File: src/hdl/pan_pkg.sv
// Shared types, constants and round functions of the Panama stream cipher core.
`default_nettype none
package pan_pkg;

  localparam int unsigned StageCount  = 32;
  localparam int unsigned WarmupPulls = 32;
  localparam int unsigned CoreWords   = 17;
  localparam int unsigned StageBits   = 256;
  localparam int unsigned StageAw     = $clog2(StageCount);
  localparam int unsigned RegCount    = 8;
  localparam int unsigned RegAw       = $clog2(RegCount);
  // Key push, vector push, warm-up pulls and the pull that yields the first block.
  localparam int unsigned InitRounds  = WarmupPulls + 3;
  localparam int unsigned RoundCw     = $clog2(InitRounds);
  localparam logic [31:0] RoundConst  = 32'h0000_0001;

  typedef logic [CoreWords-1:0][31:0] core_t;
  typedef logic [StageBits-1:0] stage_t;

  typedef enum logic {
    OP_CRYPT  = 1'b0,
    OP_REINIT = 1'b1
  } op_e;

  typedef struct packed {
    op_e        op;
    logic [7:0] data;
  } item_t;

  typedef enum logic [2:0] {
    E_IDLE,
    E_CLEAR,
    E_RD1,
    E_RD2,
    E_WR1,
    E_WR2,
    E_EMIT
  } eng_state_e;

  function automatic logic [31:0] rotl32(input logic [31:0] x, input logic [4:0] r);
    logic [63:0] w;
    begin
      w = {x, x} << r;
      return w[63:32];
    end
  endfunction

  // Gamma, pi and theta of one round, all word-parallel.
  function automatic core_t nonlinear_mix(input core_t s);
    core_t g;
    core_t p;
    core_t th;
    begin
      for (int i = 0; i < CoreWords; i++) begin
        g[i] = s[i] ^ (s[(i + 1) % CoreWords] | ~s[(i + 2) % CoreWords]);
      end
      p[0] = g[0];
      for (int i = 1; i < CoreWords; i++) begin
        p[i] = rotl32(g[(7 * i) % CoreWords], 5'((i * (i + 1)) >> 1));
      end
      for (int i = 0; i < CoreWords; i++) begin
        th[i] = p[i] ^ p[(i + 1) % CoreWords] ^ p[(i + 4) % CoreWords];
      end
      return th;
    end
  endfunction

endpackage
`default_nettype wire

File: src/hdl/pan_front.sv
// Input side: accepts words, classifies them and queues them for the engine.
`default_nettype none
module pan_front #(
  parameter int unsigned Depth = 2
) (
  input  wire logic          clk_i,
  input  wire logic          rst_ni,
  input  wire logic          in_valid_i,
  output logic               in_ready_o,
  input  wire logic          func_i,
  input  wire logic [7:0]    data_byte_i,
  output logic               item_valid_o,
  output pan_pkg::item_t     item_o,
  input  wire logic          item_pop_i
);

  localparam int unsigned Aw = (Depth > 1) ? $clog2(Depth) : 1;

  pan_pkg::item_t     buf_q [Depth];
  logic [Aw-1:0]      wptr_q, wptr_d, rptr_q, rptr_d;
  logic [Aw:0]        cnt_q, cnt_d;
  logic               push;
  pan_pkg::item_t     item_in;

  assign in_ready_o   = (cnt_q != (Aw+1)'(Depth));
  assign item_valid_o = (cnt_q != '0);
  assign push         = in_valid_i && in_ready_o;
  assign item_o       = buf_q[rptr_q];

  always_comb begin
    item_in.op   = func_i ? pan_pkg::OP_REINIT : pan_pkg::OP_CRYPT;
    item_in.data = data_byte_i;
  end

  always_comb begin
    wptr_d = wptr_q;
    rptr_d = rptr_q;
    cnt_d  = cnt_q;
    if (push) begin
      wptr_d = (wptr_q == Aw'(Depth - 1)) ? '0 : wptr_q + 1'b1;
    end
    if (item_pop_i) begin
      rptr_d = (rptr_q == Aw'(Depth - 1)) ? '0 : rptr_q + 1'b1;
    end
    if (push && !item_pop_i) begin
      cnt_d = cnt_q + 1'b1;
    end else if (!push && item_pop_i) begin
      cnt_d = cnt_q - 1'b1;
    end
  end

  always_ff @(posedge clk_i or negedge rst_ni) begin
    if (!rst_ni) begin
      wptr_q <= '0;
      rptr_q <= '0;
      cnt_q  <= '0;
    end else begin
      wptr_q <= wptr_d;
      rptr_q <= rptr_d;
      cnt_q  <= cnt_d;
    end
  end

  always_ff @(posedge clk_i) begin
    if (push) begin
      buf_q[wptr_q] <= item_in;
    end
  end

endmodule
`default_nettype wire

File: config.mk
export PLATFORM = sky130hd
export DESIGN_NAME = pan_front
export DESIGN_NICKNAME = d
export VERILOG_FILES = /design/src/hdl/pan_pkg.sv /design/src/hdl/pan_front.sv
export SDC_FILE = /design/constraint.sdc
export NUM_CORES = 1
export LEC_CHECK = 0
export ABC_AREA = 0
export BUFFER_PORTS_ARGS = -buffer_cell sky130_fd_sc_hd__buf_2
export CORE_UTILIZATION = 49
export DETAILED_ROUTE_END_ITERATION = 10
export HOLD_SLACK_MARGIN = 0.08
export PLACE_DENSITY = 0.76
export SKIP_LAST_GASP = 1
export SYNTH_ARGS = -nofsm -noshare
export SYNTH_HDL_FRONTEND = slang
export SYNTH_SLANG_ARGS = --single-unit
File: constraint.sdc
create_clock -name clk_i -period 1.5 [get_ports clk_i]
set_input_delay 0.3 -clock clk_i [delete_from_list [all_inputs] [get_ports clk_i]]
set_output_delay 0.3 -clock clk_i [all_outputs]
set_load 0.01 [all_outputs]
=== After elaboration in Yosys (flattened, before gate mapping) ===
Memories as Yosys holds them, arrays and structs flattened.
Index checks and enable logic that the tools add are counted.

* Memory bits (read-only): 0
* Register bits after elaboration: 4
* Input bits: 13
* Memory bits (writable): 18
* Bits in latches: 0
* Logic and storage cells: 23
* Memories: 1
* Output and inout bits: 11

{| class="wikitable"
|+ Memories
! memory !! words !! bits a word !! rd ports !! clocked after Yosys merged registers in !! write ports !! RTL line !! text
|-
| buf_q || 2 || 9 || 1 || 0 || 1 || pan_front.sv:19 || <nowiki>pan_pkg::item_t buf_q [Depth];</nowiki>
|}

* Multiplexer cells: 7
* Magnitude comparators: 0
* Shift-type cells: 0
* Bitwise operators: 0
* Reductions and logical operators: 7
* Multiply operators: 0
* $add $sub $neg: 4
* Div/mod/pow operators: 0
* Equal/unequal tests: 1

{| class="wikitable"
|+ Operators by type and width
! kind !! count
|-
| $mux 1 || 5
|-
| $mux 2 || 2
|-
| $reduce_bool 2->1 || 2
|-
| $logic_and 1x1->1 || 3
|-
| $add 1x1->1 const B || 2
|-
| $add 2x1->2 const B || 1
|-
| $logic_not 1->1 || 2
|-
| $ne 2x2->1 const B || 1
|-
| $sub 2x1->2 const B || 1
|}

=== Logic depth before layout (Yosys ltp) ===
* Depth in word-level cells: 6
* Depth in mapped cells: 7
* Depth with buffers taken out: 7

=== Worst setup path before layout ===
No wires, ideal clock.

* Kind: reg-to-reg
* Start point: register cnt_q[0]
* End point: memory buf_q[0][0] (netlist name) (enable)
* Cell stages (with the launch flop): 4
* Data required time: 1126 ps
* Period minus slack after synthesis: 1394 ps
* Setup slack: 106 ps
* Path buffers: 0
* Arrival: 1020 ps
* Setup time: 374 ps
* Cell sequence: dfrtp_1 -> nand2b_4 -> nand2_4 -> nor2_1

* Longest elaborated chain between the ends: 4

{| class="wikitable"
|+ Ends and longest elaborated chain
! element !! RTL line !! text
|-
| start: declaration || pan_front.sv:21 || <nowiki>logic [Aw:0] cnt_q, cnt_d;</nowiki>
|-
| start signal: assignment || pan_front.sv:60 || <nowiki>cnt_q <= cnt_d;</nowiki>
|-
| $ne 2x2->1 || pan_front.sv:25 || <nowiki>assign in_ready_o = (cnt_q != (Aw+1)'(Depth));</nowiki>
|-
| named net in_ready_o || pan_front.sv:9 || <nowiki>output logic in_ready_o,</nowiki>
|-
| $logic_and 1x1->1 || pan_front.sv:27 || <nowiki>assign push = in_valid_i && in_ready_o;</nowiki>
|-
| $mux 1 || pan_front.sv:65 || <nowiki>if (push) begin</nowiki>
|-
| $mux 1 (implied by the code) || pan_front.sv:66 || <nowiki>buf_q[wptr_q] <= item_in;</nowiki>
|-
| end: declaration || pan_front.sv:19 ||
|}

The timed path passes the listed nets, and every way through them passes these cells.

==> impl_metrics.json <==
{
  "status": "complete, but fails checks",
  "violations": "setup timing",
  "cp-startpoint": "rptr_q$_DFFE_PN0P_",
  "num_vias": 478,
  "cpMaxStageDelayCell": "dfrtp_2",
  "layout-drive-gt1-share_pct": 58.23,
  "viasPerCell": 5.032,
  "worstPathArrival_ps": 1270,
  "dieHeight_um": 43.95,
  "hold_slack_ps": 179.6,
  "skew_ps": 7.058,
  "postSynthCellCount": 46,
  "layout_commonest_cell": "edfxtp_1",
  "power_report.internal_total_mw": 1.520,
  "hp-start": "data_byte_i[7]",
  "core-area_mm2": 0.001577,
  "grt_pass1_wl_um": 2111,
  "worst_pin_slew_ps": 162.8,
  "grt_pass1_vias": 479,
  "synth_top_area_share_pct": 62.70,
  "synth_nets": 60,
  "slew_headroom_pct": 89.15,
  "root_buffer": "clkbuf_4",
  "slowest_delay_ps": 430,
  "setup_viol": 9,
  "top_usage_layer": "met2",
  "cp_data_required_time_ps": 1200,
  "hpwl_um": 878.1,
  "power_density_mw_per_mm2": 1878,
  "cts.clk_slew.worst_paths_ps": 110,
  "setup.worst_path.end_class": "output port",
  "ant_nets": 0,
  "gr-usage-met1_pct": 18.13,
  "clock_path_buffers": 2,
  "ir_worst_vdd_mv": 1.172,
  "die_w_um": 43.95,
  "finalCritPeriodShare_pct": 104.9,
  "wl_per_cell_um": 13.86,
  "p_leak_nw": 0.4760,
  "syn_to_final_growth_pct": 32.22,
  "critPathLaunchType": "flop",
  "gp_congestion": 0.6849,
  "maxCapViolCount": 0,
  "hold_path.class": "in -> reg",
  "period_needed_ps": 1574,
  "p_sw_share_pct": 28.97,
  "layout_common_cells": "18 x edfxtp_1, 14 x buf_2, 11 x buf_6",
  "fp-row-count": 14,
  "synth-seq-area-share_pct": 74.31,
  "antenna_found_initial": 0,
  "cts_tree": "yes",
  "first_pass_iters": 6,
  "cts_sinks": 22,
  "grt_max_degree": 13,
  "synth_top_cells_by_area": "edfxtp_1 63%, mux2_2 12%, dfrtp_1 12%, xor2_1 3.0%, xnor2_1 2.0%",
  "crit_fanout": 5,
  "worstReg2RegStart": "cnt_q[0]$_DFFE_PN0P_",
  "rsz0062_at_grt": "true",
  "io_pins": 24,
  "htreeDepth": 1,
  "gr-total-overflow": 0,
  "yosysTopAreaCell": "edfxtp_1",
  "synth.distinct_cells": 13,
  "globalRouteMet2Util_pct": 27.76,
  "io_buffers": 23,
  "instances_no_fill": 95,
  "crit_chain": "buf_6 > mux2_4 > buf_6",
  "fmax_ghz": 0.6355,
  "track_usage_pct": 16.05,
  "maxSlewViolCount": 0,
  "setup_ws_ps": -73.59,
  "gr-usage-met3_pct": 3.750,
  "routed_wl_um": 1317,
  "critPathKind": "reg -> out",
  "syn_avg_cell_area_um2": 18.74,
  "drcViolationCount": 0,
  "insertion_delay_ps": 300,
  "finalHoldViolations": 0,
  "fin_nets": 94,
  "cts_made_buffers": 3,
  "crit_top_cell": "buf_6",
  "p_switching_uw": 620.0,
  "diodes": 0,
  "pwr-share-seq_pct": 44.1,
  "drt-initial-drc-count": 9,
  "ys_ff_latch": 22,
  "dp.cells": 86,
  "dieArea_mm2": 0.001931,
  "start_util_pct": 54.68,
  "combPwrFrac_pct": 43.6,
  "synthesis.area_um2": 862.1,
  "clkPwrFrac_pct": 12.3,
  "yosysWarnings": 0
}
registers in the layout, indices dropped and copies added (netlist names):
signal,cells
buf_q,18
cnt_q,2
rptr_q,1
wptr_q,1
routing by layer:
metal	wire [um]	up-vias	share of wire, %
li1	-	232	-
met1	550	226	42
met2	693	16	53
met3	48	4	3.6
met4	25	0	1.9
met5	0	-	0
layout make-up:
| class | count | area [um^2] |
|---|---|---|
| Clock buffer | 4 | 26.28 |
| Fill cell | 101 | 436.7 |
| Inverter | 2 | 7.507 |
| Multi-Input combinational cell | 21 | 209.0 |
| Sequential cell | 22 | 643.1 |
| Tap cell | 16 | 20.02 |
| Timing Repair Buffer | 30 | 234.0 |
timing repair:
action / in CTS / in global routing
hold buffers: 1 / 0
buffers inserted: 3 / 1
endpoints found under the hold margin: 4 / 0
gates resized for setup: 12 / 4
gates cloned: 0 / 0
setup endpoints to repair: 9 / 10
kinds of logic after synthesis:
group,share of synthesized area [%]
DFF,74.31
muxes,11.76
and+or+nand+nor,5.226
xor gates and xnor gates,5.081
buffers and inverters,2.177
adders and majority gates,1.451
synthesized netlist by cell type:
| cell | n |
|---|---|
| inv_1 | 2 |
| and3_1 | 1 |
| dfrtp_1 | 4 |
| mux2_2 | 9 |
| edfxtp_1 | 18 |
| nand2_4 | 1 |
| buf_6 | 1 |
| nand2b_4 | 1 |
| or2_2 | 1 |
| xnor2_1 | 2 |
| nor2_1 | 2 |
| xor2_1 | 3 |
| ha_1 | 1 |
path summary, 6_finish.rpt:
path                                          to  slack [ps]  depth (start not counted)
hold reg to reg               wptr_q$_DFFE_PN0N_         510                          1
min in group asynchronous     wptr_q$_DFFE_PN0N_         330                          2
setup reg to reg            cnt_q[1]$_DFFE_PN0P_         130                          6
setup / recovery                       item_o[4]         -70                          3
max in group asynchronous     rptr_q$_DFFE_PN0P_        1030                          2
hold / removal             buf_q[0][7]$_DFFE_PP_         180                          1
worst max-delay path: cells and delay by family, from the launching register on:
kind	cells	cell delay, ps
flops	1	430
buf+inv	2	250
mux	1	300
per-stage QoR:
step	area (um^2)	setup TNS, ps	util, %	power (mW)	worst slack, ps
finish	1140	-554.1	72.30	2.140	-73.59
global route	1140	-994.9	72.30	2.259	-119.0
CTS	1119	-579.2	70.95	2.092	-72.63
detailed placement	1001	0	63.49	1.612	90.76
global placement	1001	0	63.49	1.598	105.0
floorplan	862.1	0	-	1.406	106.1
power by group through the flow:
stage	clock (mW)	sequential, mW	combinational [mW]
after floorplan	0	0.923	0.483
after global placement	0	0.981	0.617
after detailed placement	0	0.988	0.625
after CTS	0.268	0.936	0.888
after global routing	0.296	0.963	1.00
final	0.263	0.943	0.934
Note: power is estimated with default switching activity, not from simulation.
